File: config.mk
export PLATFORM = sky130hd
export DESIGN_NAME = wav_stream_writer
export DESIGN_NICKNAME = d
export VERILOG_FILES = /design/src/wsw_pkg.sv /design/src/wav_stream_writer.sv /design/src/wsw_front.sv /design/src/wsw_fifo.sv /design/src/wsw_back.sv
export VERILOG_INCLUDE_DIRS = /design/src /design/src/src
export SDC_FILE = /design/constraint.sdc
export NUM_CORES = 1
export LEC_CHECK = 0
export BUFFER_PORTS_ARGS = -buffer_cell sky130_fd_sc_hd__clkbuf_2
export CAP_MARGIN = 10
export CORE_MARGIN = 1
export CORE_UTILIZATION = 40
export CTS_CLUSTER_SIZE = 28
export DETAILED_ROUTE_END_ITERATION = 10
export SLEW_MARGIN = 10
export SYNTH_ARGS = -nofsm -noshare
export SYNTH_HDL_FRONTEND = slang
export SYNTH_SLANG_ARGS = --single-unit
File: constraint.sdc
create_clock -name i_clk -period 22.7 [get_ports i_clk]
set_input_delay 4.54 -clock i_clk [delete_from_list [all_inputs] [get_ports i_clk]]
set_output_delay 4.54 -clock i_clk [all_outputs]
set_load 0.02 [all_outputs]
File: src/wav_stream_writer_macros.svh
// ----------------------------------------------------------------------------
// wav_stream_writer_macros
// Assertion shorthands used by the stream writer job queue (wsw_fifo).
// ----------------------------------------------------------------------------
`ifndef WAV_STREAM_WRITER_MACROS_SVH
`define WAV_STREAM_WRITER_MACROS_SVH

// Same-cycle implication, disabled while reset is asserted.
`define WSW_ASSERT_NOW(lbl, clk, rst_n, ante, cons) \
    lbl: assert property (@(posedge clk) disable iff (!rst_n) (ante) |-> (cons)) \
        else $error("wsw assertion failed");

// Next-cycle implication, disabled while reset is asserted.
`define WSW_ASSERT_NEXT(lbl, clk, rst_n, ante, cons) \
    lbl: assert property (@(posedge clk) disable iff (!rst_n) (ante) |=> (cons)) \
        else $error("wsw assertion failed");

`endif

File: src/wsw_pkg.sv
// ----------------------------------------------------------------------------
// wsw_pkg
// Types, constants and config helpers for the WAVE stream writer.
// ----------------------------------------------------------------------------
package wsw_pkg;

    localparam logic       OP_BEGIN  = 1'b0;
    localparam logic       OP_SAMPLE = 1'b1;

    localparam logic [1:0] FMT_INT16 = 2'd0;
    localparam logic [1:0] FMT_INT24 = 2'd1;
    localparam logic [1:0] FMT_INT32 = 2'd2;
    localparam logic [1:0] FMT_FLT32 = 2'd3;

    localparam logic [1:0] REG_CHANNELS = 2'd0;
    localparam logic [1:0] REG_FORMAT   = 2'd1;
    localparam logic [1:0] REG_RATE     = 2'd2;
    localparam logic [1:0] REG_FRAMES   = 2'd3;

    localparam logic [5:0] HDR_LEN_PCM = 6'd44;
    localparam logic [5:0] HDR_LEN_FLT = 6'd58;
    localparam int         HDR_MAX     = 58;

    localparam logic [31:0] TAG_RIFF = 32'h4646_4952; // "RIFF" little-endian
    localparam logic [31:0] TAG_WAVE = 32'h4556_4157;
    localparam logic [31:0] TAG_FMT  = 32'h2074_6d66;
    localparam logic [31:0] TAG_FACT = 32'h7463_6166;
    localparam logic [31:0] TAG_DATA = 32'h6174_6164;

    typedef struct packed {
        logic        op;
        logic [31:0] sample_bits;
    } t_in_item;

    typedef struct packed {
        logic [7:0] out_byte;
        logic       file_end;
    } t_out_item;

    typedef struct packed {
        logic [1:0]  channel_count;
        logic [1:0]  sample_format;
        logic [31:0] sample_rate;
        logic [31:0] frame_count;
    } t_cfg;

    // One unit of output work: a header or a sample's bytes (plus pad).
    typedef struct packed {
        logic        hdr;
        logic [31:0] word;
        logic [5:0]  len;
        logic        last;
    } t_job;

    function automatic logic [1:0] eff_ch(input logic [1:0] cc);
        logic [1:0] c;
        c = cc;
        if (cc == 2'd0) c = 2'd1;
        if (cc == 2'd3) c = 2'd2;
        return c;
    endfunction

    function automatic logic [2:0] bytes_per_sample(input logic [1:0] fmt);
        logic [2:0] b;
        unique case (fmt)
            FMT_INT16: b = 3'd2;
            FMT_INT24: b = 3'd3;
            default:   b = 3'd4;
        endcase
        return b;
    endfunction

    function automatic logic [3:0] frame_bytes(input t_cfg c);
        return 4'(bytes_per_sample(c.sample_format)) * 4'(eff_ch(c.channel_count));
    endfunction

    function automatic logic [31:0] data_bytes(input t_cfg c);
        return 32'(c.frame_count * 32'(frame_bytes(c)));
    endfunction

    function automatic logic [32:0] total_samples(input t_cfg c);
        return (eff_ch(c.channel_count) == 2'd2) ? {c.frame_count, 1'b0}
                                                 : {1'b0, c.frame_count};
    endfunction

endpackage

File: src/wav_stream_writer.sv
// ----------------------------------------------------------------------------
// wav_stream_writer
// RIFF/WAVE byte stream generator with PCM conversion (float32 passes through) and an APB config port.
// ----------------------------------------------------------------------------
//  channel   direction  handshake                    payload
//  in        sink       i_in_valid / o_in_ready      t_in_item  (op, sample_bits)
//  out       source     o_out_valid / i_out_ready    t_out_item (out_byte, file_end)
//  config    APB slave  psel / penable / pready      paddr[3:2] register, pwdata
//
//  One byte leaves per cycle while jobs are queued and the output is not stalled; a sample is 2 to 4 bytes
//  (its bytes, plus a pad byte after the last int24 sample of odd-length data),
//  a header 44 or 58.
//  Conversion happens at input transfer; a two-entry job queue lets inputs
//  run ahead of the sequencer by two jobs.
//  Synchronous active-low reset closes the file and restores register defaults.
//  A stalled output holds its byte; the input stalls only when the queue is full.
// ----------------------------------------------------------------------------
module wav_stream_writer
    import wsw_pkg::*;
(
    input  logic        i_clk,
    input  logic        i_rst_n,
    input  logic        i_in_valid,
    output logic        o_in_ready,
    input  t_in_item    i_in_item,
    output logic        o_out_valid,
    input  logic        i_out_ready,
    output t_out_item   o_out_item,
    input  logic        psel,
    input  logic        penable,
    input  logic        pwrite,
    input  logic [3:0]  paddr,
    input  logic [31:0] pwdata,
    output logic [31:0] prdata,
    output logic        pready
);

    t_cfg r_cfg;
    logic wr_en;
    logic q_push;
    logic q_pop;
    logic q_empty;
    logic q_full;
    t_job q_in;
    t_job q_out;

    assign pready = 1'b1;
    assign wr_en  = psel && penable && pwrite;

    always_ff @(posedge i_clk) begin
        if (!i_rst_n) begin
            r_cfg.channel_count <= 2'd1;
            r_cfg.sample_format <= FMT_INT16;
            r_cfg.sample_rate   <= 32'd44100;
            r_cfg.frame_count   <= '0;
        end else if (wr_en) begin
            unique case (paddr[3:2])
                REG_CHANNELS: r_cfg.channel_count <= pwdata[1:0];
                REG_FORMAT:   r_cfg.sample_format <= pwdata[1:0];
                REG_RATE:     r_cfg.sample_rate   <= pwdata;
                default:      r_cfg.frame_count   <= pwdata;
            endcase
        end
    end

    always_comb begin
        unique case (paddr[3:2])
            REG_CHANNELS: prdata = {30'b0, r_cfg.channel_count};
            REG_FORMAT:   prdata = {30'b0, r_cfg.sample_format};
            REG_RATE:     prdata = r_cfg.sample_rate;
            default:      prdata = r_cfg.frame_count;
        endcase
    end

    wsw_front u_front (
        .i_clk      (i_clk),
        .i_rst_n    (i_rst_n),
        .i_cfg      (r_cfg),
        .i_in_valid (i_in_valid),
        .o_in_ready (o_in_ready),
        .i_in_item  (i_in_item),
        .i_q_full   (q_full),
        .o_q_push   (q_push),
        .o_q_job    (q_in)
    );

    wsw_fifo u_fifo (
        .i_clk   (i_clk),
        .i_rst_n (i_rst_n),
        .i_push  (q_push),
        .i_job   (q_in),
        .i_pop   (q_pop),
        .o_job   (q_out),
        .o_empty (q_empty),
        .o_full  (q_full)
    );

    wsw_back u_back (
        .i_clk       (i_clk),
        .i_rst_n     (i_rst_n),
        .i_cfg       (r_cfg),
        .i_job       (q_out),
        .i_empty     (q_empty),
        .o_pop       (q_pop),
        .o_out_valid (o_out_valid),
        .i_out_ready (i_out_ready),
        .o_out_item  (o_out_item)
    );

endmodule

File: src/wsw_front.sv
// ----------------------------------------------------------------------------
// wsw_front
// Accepts input items, tracks the open file and converts samples to codes.
// ----------------------------------------------------------------------------
module wsw_front
    import wsw_pkg::*;
(
    input  logic     i_clk,
    input  logic     i_rst_n,
    input  t_cfg     i_cfg,
    input  logic     i_in_valid,
    output logic     o_in_ready,
    input  t_in_item i_in_item,
    input  logic     i_q_full,
    output logic     o_q_push,
    output t_job     o_q_job
);

    logic        r_open;
    logic [32:0] r_done;
    logic        n_open;
    logic [32:0] n_done;

    logic        accept;
    logic [31:0] dbytes;
    logic        pad;
    logic [32:0] done_inc;
    logic        closing;
    logic [2:0]  bps;

    // sample conversion
    logic        sgn;
    logic [7:0]  expo;
    logic [23:0] mant;
    logic [4:0]  nm1;
    logic signed [9:0] ex;
    logic [31:0] shifted;
    logic [32:0] rnd;
    logic [32:0] lim;
    logic [32:0] mag;
    logic [32:0] code;
    logic [31:0] word;

    assign o_in_ready = !i_q_full;
    assign accept     = i_in_valid && o_in_ready;
    assign dbytes     = data_bytes(i_cfg);
    assign pad        = dbytes[0];
    assign done_inc   = r_done + 33'd1;
    assign closing    = done_inc >= total_samples(i_cfg);
    assign bps        = bytes_per_sample(i_cfg.sample_format);

    always_comb begin
        sgn  = i_in_item.sample_bits[31];
        expo = i_in_item.sample_bits[30:23];
        mant = {1'b1, i_in_item.sample_bits[22:0]};
        case (i_cfg.sample_format)
            FMT_INT16: nm1 = 5'd15;
            FMT_INT24: nm1 = 5'd23;
            default:   nm1 = 5'd31;
        endcase
        ex      = $signed({2'b00, expo}) - 10'sd127 + $signed({5'b0, nm1});
        // value*2 before rounding; shift range stays 0..31 inside the live window
        shifted = {mant, 8'b0} >> 5'(10'sd30 - ex);
        rnd     = ({1'b0, shifted} + 33'd1) >> 1;
        lim     = sgn ? (33'd1 << nm1) : ((33'd1 << nm1) - 33'd1);
        if ((expo == 8'hff && i_in_item.sample_bits[22:0] != 23'd0) || expo == 8'd0
            || ex < -10'sd1) begin
            mag = '0;
        end else if (ex >= $signed({5'b0, nm1})) begin
            mag = lim;
        end else begin
            mag = (rnd > lim) ? lim : rnd;
        end
        code = sgn ? (33'd0 - mag) : mag;
        case (i_cfg.sample_format)
            FMT_INT16: word = {16'b0, code[15:0]};
            FMT_INT24: word = {8'b0, code[23:0]};
            FMT_INT32: word = code[31:0];
            default:   word = i_in_item.sample_bits;
        endcase
    end

    always_comb begin
        n_open   = r_open;
        n_done   = r_done;
        o_q_push = 1'b0;
        o_q_job  = '0;
        if (accept) begin
            if (i_in_item.op == OP_BEGIN) begin
                o_q_push     = 1'b1;
                o_q_job.hdr  = 1'b1;
                o_q_job.len  = (i_cfg.sample_format == FMT_FLT32) ? HDR_LEN_FLT : HDR_LEN_PCM;
                o_q_job.last = (i_cfg.frame_count == 32'd0);
                n_done       = '0;
                n_open       = (i_cfg.frame_count != 32'd0);
            end else if (r_open) begin
                o_q_push     = 1'b1;
                o_q_job.word = word;
                o_q_job.last = closing;
                o_q_job.len  = 6'(bps) + 6'(closing && pad);
                n_done       = done_inc;
                n_open       = !closing;
            end
        end
    end

    always_ff @(posedge i_clk) begin
        if (!i_rst_n) begin
            r_open <= 1'b0;
            r_done <= '0;
        end else begin
            r_open <= n_open;
            r_done <= n_done;
        end
    end

endmodule

File: src/wsw_fifo.sv
// ----------------------------------------------------------------------------
// wsw_fifo
// Two-entry job queue between the front and the byte sequencer.
// ----------------------------------------------------------------------------
`include "wav_stream_writer_macros.svh"

module wsw_fifo
    import wsw_pkg::*;
(
    input  logic i_clk,
    input  logic i_rst_n,
    input  logic i_push,
    input  t_job i_job,
    input  logic i_pop,
    output t_job o_job,
    output logic o_empty,
    output logic o_full
);

    t_job       r_mem [2];
    logic       r_wr;
    logic       r_rd;
    logic [1:0] r_count;

    assign o_empty = (r_count == 2'd0);
    assign o_full  = (r_count == 2'd2);
    assign o_job   = r_mem[r_rd];

    always_ff @(posedge i_clk) begin
        if (i_push) begin
            r_mem[r_wr] <= i_job;
        end
    end

    always_ff @(posedge i_clk) begin
        if (!i_rst_n) begin
            r_wr    <= 1'b0;
            r_rd    <= 1'b0;
            r_count <= '0;
        end else begin
            if (i_push) r_wr <= !r_wr;
            if (i_pop)  r_rd <= !r_rd;
            r_count <= r_count + 2'(i_push) - 2'(i_pop);
        end
    end

    `WSW_ASSERT_NOW(a_no_overflow, i_clk, i_rst_n, i_push, !o_full)
    `WSW_ASSERT_NOW(a_no_underflow, i_clk, i_rst_n, i_pop, !o_empty)
    `WSW_ASSERT_NOW(a_count_range, i_clk, i_rst_n, 1'b1, r_count <= 2'd2)

endmodule

File: src/wsw_back.sv
// ----------------------------------------------------------------------------
// wsw_back
// Byte sequencer: walks one job at a time and emits one byte per transfer.
// ----------------------------------------------------------------------------
module wsw_back
    import wsw_pkg::*;
(
    input  logic      i_clk,
    input  logic      i_rst_n,
    input  t_cfg      i_cfg,
    input  t_job      i_job,
    input  logic      i_empty,
    output logic      o_pop,
    output logic      o_out_valid,
    input  logic      i_out_ready,
    output t_out_item o_out_item
);

    logic      r_busy;
    t_job      r_job;
    logic [5:0] r_idx;
    logic      r_ov;
    t_out_item r_out;

    logic        step;
    logic        last_step;
    logic [7:0]  hb [HDR_MAX];
    logic [7:0]  cur;
    logic        flt;
    logic [31:0] dbytes;
    logic [31:0] riff_size;
    logic [31:0] byte_rate;
    logic [15:0] fb;
    logic [15:0] bits16;

    assign step      = r_busy && (!r_ov || i_out_ready);
    assign last_step = step && (r_idx == r_job.len - 6'd1);
    assign o_pop     = !i_empty && (!r_busy || last_step);

    assign flt       = (i_cfg.sample_format == FMT_FLT32);
    assign dbytes    = data_bytes(i_cfg);
    assign riff_size = 32'(flt ? HDR_LEN_FLT - 6'd8 : HDR_LEN_PCM - 6'd8) + dbytes
                       + 32'(dbytes[0]);
    assign byte_rate = 32'(i_cfg.sample_rate * 32'(frame_bytes(i_cfg)));
    assign fb        = 16'(frame_bytes(i_cfg));
    assign bits16    = 16'({bytes_per_sample(i_cfg.sample_format), 3'b000});

    always_comb begin
        for (int i = 0; i < HDR_MAX; i++) hb[i] = 8'h00;
        for (int j = 0; j < 4; j++) begin
            hb[0 + j]  = TAG_RIFF[8*j +: 8];
            hb[4 + j]  = riff_size[8*j +: 8];
            hb[8 + j]  = TAG_WAVE[8*j +: 8];
            hb[12 + j] = TAG_FMT[8*j +: 8];
            hb[24 + j] = i_cfg.sample_rate[8*j +: 8];
            hb[28 + j] = byte_rate[8*j +: 8];
        end
        hb[16] = flt ? 8'd18 : 8'd16;
        hb[20] = flt ? 8'h03 : 8'h01;
        hb[22] = 8'(eff_ch(i_cfg.channel_count));
        hb[32] = fb[7:0];
        hb[33] = fb[15:8];
        hb[34] = bits16[7:0];
        hb[35] = bits16[15:8];
        if (flt) begin
            // cbSize stays zero at 36..37, then the fact chunk
            for (int j = 0; j < 4; j++) begin
                hb[38 + j] = TAG_FACT[8*j +: 8];
                hb[46 + j] = i_cfg.frame_count[8*j +: 8];
                hb[50 + j] = TAG_DATA[8*j +: 8];
                hb[54 + j] = dbytes[8*j +: 8];
            end
            hb[42] = 8'd4;
        end else begin
            for (int j = 0; j < 4; j++) begin
                hb[36 + j] = TAG_DATA[8*j +: 8];
                hb[40 + j] = dbytes[8*j +: 8];
            end
        end
        // upper word bytes are zero, so the pad byte falls out of the same select
        if (r_job.hdr) begin
            cur = hb[r_idx];
        end else begin
            case (r_idx[1:0])
                2'd0:    cur = r_job.word[7:0];
                2'd1:    cur = r_job.word[15:8];
                2'd2:    cur = r_job.word[23:16];
                default: cur = r_job.word[31:24];
            endcase
        end
    end

    always_ff @(posedge i_clk) begin
        if (step) begin
            r_out.out_byte <= cur;
            r_out.file_end <= r_job.last && (r_idx == r_job.len - 6'd1);
        end
        if (o_pop) begin
            r_job <= i_job;
        end
    end

    always_ff @(posedge i_clk) begin
        if (!i_rst_n) begin
            r_busy <= 1'b0;
            r_idx  <= '0;
            r_ov   <= 1'b0;
        end else begin
            if (step) begin
                r_ov <= 1'b1;
            end else if (i_out_ready) begin
                r_ov <= 1'b0;
            end
            if (o_pop) begin
                r_busy <= 1'b1;
                r_idx  <= '0;
            end else if (last_step) begin
                r_busy <= 1'b0;
            end else if (step) begin
                r_idx <= r_idx + 6'd1;
            end
        end
    end

    assign o_out_valid = r_ov;
    assign o_out_item  = r_out;

endmodule
; ---- Word level (Yosys, flattened, before mapping)
; Memory sizes are Yosys's and may differ from the RTL's. A register that Yosys moved wholly into a read port is not among the register bits.
; Index checks and enable logic that the tools add are counted.
[word_totals]
ff_bits = 123
ramBits = 80
input_bits = 76
wordCells = 138
mem_count = 1
[mem_list]
columns = name, depth, width, rd, rd_clocked_by_memory_dff, write_ports, line_no
row1 = u_fifo.r_mem, 2, 40, 1, 1, 1, wsw_fifo.sv:20  ; t_job r_mem [2];
[op_classes]
addsub = 14
mul = 3
magnitude_cmp = 5
n_eq_ne = 13
shift = 2
n_mux = 43
n_bitwise = 4
n_reduce_logical = 39
[ops]
columns = op, n
row1 = $pmux 32 s3, 2
row2 = $mux 32, 5
row3 = $mux 33, 4
row4 = $mux 96, 1
row5 = $mul 32x4->32, 2
row6 = $bmux 8 s6, 1
row7 = $mux 40, 1
row8 = $mux 39, 1
row9 = $mux 37, 1
row10 = $add 32x1->33 const B, 1
row11 = $add 33x1->33 const B, 1
row12 = $ge 33x33->1, 1
row13 = $gt 32x33->1, 1
row14 = $shl 1x5->33 const A, 1
row15 = $sub 33x1->33 const B, 1
row16 = $add 32x1->32, 1
row17 = $add 32x32->32, 1
row18 = $logic_not 32->1, 1
row19 = $mux 8, 4
row20 = $reduce_bool 32->1, 1
row21 = $shr 32x5->32, 1
row22 = $sub 1x32->32 const A, 1
row23 = $pmux 8 s3, 1
row24 = $reduce_bool 23->1, 1
row25 = 35 further kinds, 87

; ---- Depth between registers and ports, before layout
[depth]
word_depth = 16
depth_mapped = 43
depth_no_buf = 32

; ---- By module
; From an unflattened synthesis, not the netlist that was laid out.
[unflattened]
hier_cells = 3343
hier_area_um2 = 28581.2
[modules_own_cells]
columns = module, instances, cells_each, area_per_inst_um2
row1 = wsw_back, 1, 1606, 12858.6
row2 = wsw_front, 1, 1253, 9370.2
row3 = wav_stream_writer, 1, 339, 3229.3
row4 = wsw_fifo, 1, 145, 3123.0

; ---- Worst setup path after synthesis
; Ideal clock, no wire load.
[synth_path]
path_type = input to register
startpoint = input port i_in_item[23] in the netlist's numbering
endpoint = memory u_fifo.r_mem[0][27] in the netlist's numbering, data pin
setup_ns = 0.278
t_arrival_ns = 13.016
path_slack_ns = 9.406
stages = 42
path_buffers = 12
cell_sequence = buf_4 -> buf_2 -> buf_2 -> buf_2 -> nand3_1 -> xnor2_1 -> ha_1 -> clkbuf_1 -> nand4b_1 -> o211ai_1 -> xnor2_2 -> clkbuf_1 -> clkbuf_1 -> clkbuf_1 -> nor2_1 -> a31oi_1 -> ha_1 -> buf_1 -> [6 not listed] -> nor2_1 -> a2111oi_0 -> a2111oi_0 -> or4_1 -> nor3_1 -> o221ai_1 -> clkbuf_1 -> clkbuf_1 -> clkbuf_1 -> o21ai_0 -> ha_1 -> o211ai_1 -> nor2_1 -> o21ba_2 -> nand3_1 -> o31ai_1 -> xor2_1 -> o21ai_0
[synth_rtl]
columns = element, line_no
row1 = start: declaration, wav_stream_writer.sv:25  ; input t_in_item i_in_item,
row2 = end: declaration, wsw_fifo.sv:20

==> impl_metrics.json <==
{
  "status": "finished, violations left",
  "violations": "design-rule violations",
  "area_growth_pct": 7.77,
  "arrival_ps": 14030,
  "slowest_delay_ps": 1080,
  "cts_tree": "done",
  "setup_viol": 0,
  "highest_layer": "met5",
  "cp-start-kind": "input pin",
  "cts.sinks": 237,
  "final_core_util_pct": 43.7,
  "place_hpwl_um": 61500,
  "layoutNonFillerInstCount": 4068,
  "synth-seq-cells": 237,
  "clkTransAtPathRegs_ps": 60,
  "cts_hold_buffers": 0,
  "cts_resized": 0,
  "fin_nets": 3536,
  "maxSlewHeadroom_pct": 28.0,
  "rsz0062_at_grt": "false",
  "placed_cells": 4018,
  "m1WireLength_um": 37300,
  "via_per_inst": 5.78,
  "yosysWarnings": 0,
  "preCtsSetupSlack_ps": 8590,
  "dieArea_um2": 67900,
  "n_antenna_cell": 0,
  "ys_async_sr_fraction_pct": 0,
  "yosysUniqueCellTypes": 92,
  "period_minus_slack_ps": 13700,
  "cap_violations": 0,
  "die_y_um": 261,
  "grt_pass1_wl_um": 129000,
  "cts_root_buf": "clkbuf_16",
  "power.density_nw_per_um2": 53.7,
  "wl_per_cell_um": 20.0,
  "slew_violations": 0,
  "hold_path.class": "reg2reg",
  "io_buffer_count": 116,
  "routabilityCongestion": 0.953,
  "numCtsBuffers": 28,
  "drtIter0Drc": 2307,
  "critPathCaptureType": "flip-flop",
  "grt_antenna_before_repair": 5,
  "grt_max_degree": 81,
  "finalHoldViolations": 0,
  "setup_slack_ps": 9000,
  "gr-total-overflow": 0,
  "die_x_um": 261,
  "final_cell_mix": "nand2_1 (375), nor2_1 (213), inv_1 (183), ha_1 (158), a21oi_1 (153)",
  "cp_max_fo": 45,
  "cts_max_path_buffers": 3,
  "num_io_pins": 120,
  "fp-row-count": 94,
  "skew_ps": 13.9,
  "synth_area_um2": 26700,
  "tns_ps": 0,
  "synth-seq-area-share_pct": 22.3,
  "max_freq_mhz": 73.0,
  "cp_slowest_cell": "ha_2",
  "avgSynthCellArea_um2": 8.36,
  "drive_above_1_share_pct": 10.7,
  "first_pass_iters": 8,
  "tightest_slew_ps": 1080,
  "path_class": "in2reg",
  "worstSkewPairLatency_ps": 570,
  "fin_crit_sh_pct": 60.4,
  "wl_met3_um": 4890,
  "grt_usage_pct": 23.9,
  "core_area_um2": 66000,
  "drt_wl_total_um": 81300,
  "route.detailed.drc": 4,
  "synth_edf_count": 123,
  "wl_met2_um": 37100,
  "mostFrequentLayoutCell": "nand2_1",
  "ys.flop_type": "edfxtp_1",
  "first_global_vias": 22500,
  "crit_required_ps": 23020,
  "htree_num_levels": 1,
  "leakagePower_nw": 11.7,
  "ant_nets": 0,
  "post-cts-setup-buffer-count": 0,
  "initial_core_util_pct": 40.5,
  "vdd_drop_max_uv": 52.5,
  "dr_total_vias": 23500,
  "syn_inst": 3199
}
[registers in the layout (all words and copies together), names as in the netlist, 2 cells and up]
register and cells:
r_cfg 68, u_back.o_out_item 9, u_back.r_idx 6, u_back.r_job 38
u_fifo.r_count 2, u_fifo.r_mem 76, u_front.r_done 33
[Yosys cell counts, types with 102 or more instances]
cell type | n | area share [%]
dfxtp_1 | 114 | 8.5
inv_1 | 183 | 2.6
nand2b_1 | 114 | 2.7
ha_1 | 160 | 7.5
clkbuf_1 | 156 | 2.2
xnor2_1 | 102 | 3.3
mux2i_1 | 118 | 4.4
o21ai_0 | 143 | 2.7
nor2b_1 | 106 | 2.5
edfxtp_1 | 123 | 14
fa_1 | 116 | 8.7
nand2_1 | 376 | 5.3
nor2_1 | 215 | 3.0
a21oi_1 | 153 | 2.9
[worst max-delay path: cells and delay by family]
| family | cells | cell delay, ps |
|---|---|---|
| buf+inv | 5 | 1410 |
| mux | 1 | 810 |
| simple gates | 9 | 2440 |
| xor+xnor | 3 | 320 |
| compound gates | 11 | 2710 |
| fa+ha+maj | 3 | 1720 |
[cell type report]
type,instances,area (um2)
fill,6641,37200
multi-input combinational,2573,19300
sequential,237,5980
tap,864,1080
timing repair buffer,161,918
clock buffer,33,739
inverter,183,687
clock inverter,17,140
[power breakdown]
part / total (mW) / switching [mW] / internal [mW]
Combinational: 0.551 / 0.332 / 0.218
Sequential: 0.566 / 0.0490 / 0.517
Clock: 0.430 / 0.184 / 0.245
[stage by stage]
stage | total power, mW | hold slack [ps] | cell area [um2]
2_1_floorplan | 0.964 | 437 | 26800
3_5_place_dp | 1.12 | 464 | 27900
3_3_place_gp | 1.12 | 457 | 27900
4_1_cts | 1.55 | 481 | 28800
6_report | 1.55 | 490 | 28800
5_1_grt | 1.64 | 529 | 28800
[worst paths after layout]
path | startpoint | end | slack [ps] | cells after the start
worst max-delay path | i_in_item[23] | u_fifo.r_mem[1][31] | 9000 | 32
worst min-delay path | r_cfg[66] | r_cfg[66] | 490 | 2
worst max register to register | r_cfg[64] | u_fifo.r_mem[1][31] | 12900 | 29
worst min register to register | r_cfg[66] | r_cfg[66] | 490 | 2
[cells by family after synthesis]
logic type | Yosys count | share of synthesized area (%)
simple gates | 1199 | 22.4
compound gates | 704 | 17.5
buf+inv | 390 | 5.74
fa+ha+maj | 276 | 16.2
flops | 237 | 22.3
mux | 214 | 9.90
xor+xnor | 177 | 5.95
other cells | 2 | 0.0281
[per-layer routing]
| metal | vias up | track usage (%) |
|---|---|---|
| met4 | 6 | 6.12 |
| met3 | 127 | 2.53 |
| met2 | 740 | 38.7 |
| li1 | 11200 | - |
| met5 | - | 0 |
| met1 | 11400 | 33.9 |
Power figures use the tool's default switching activity.
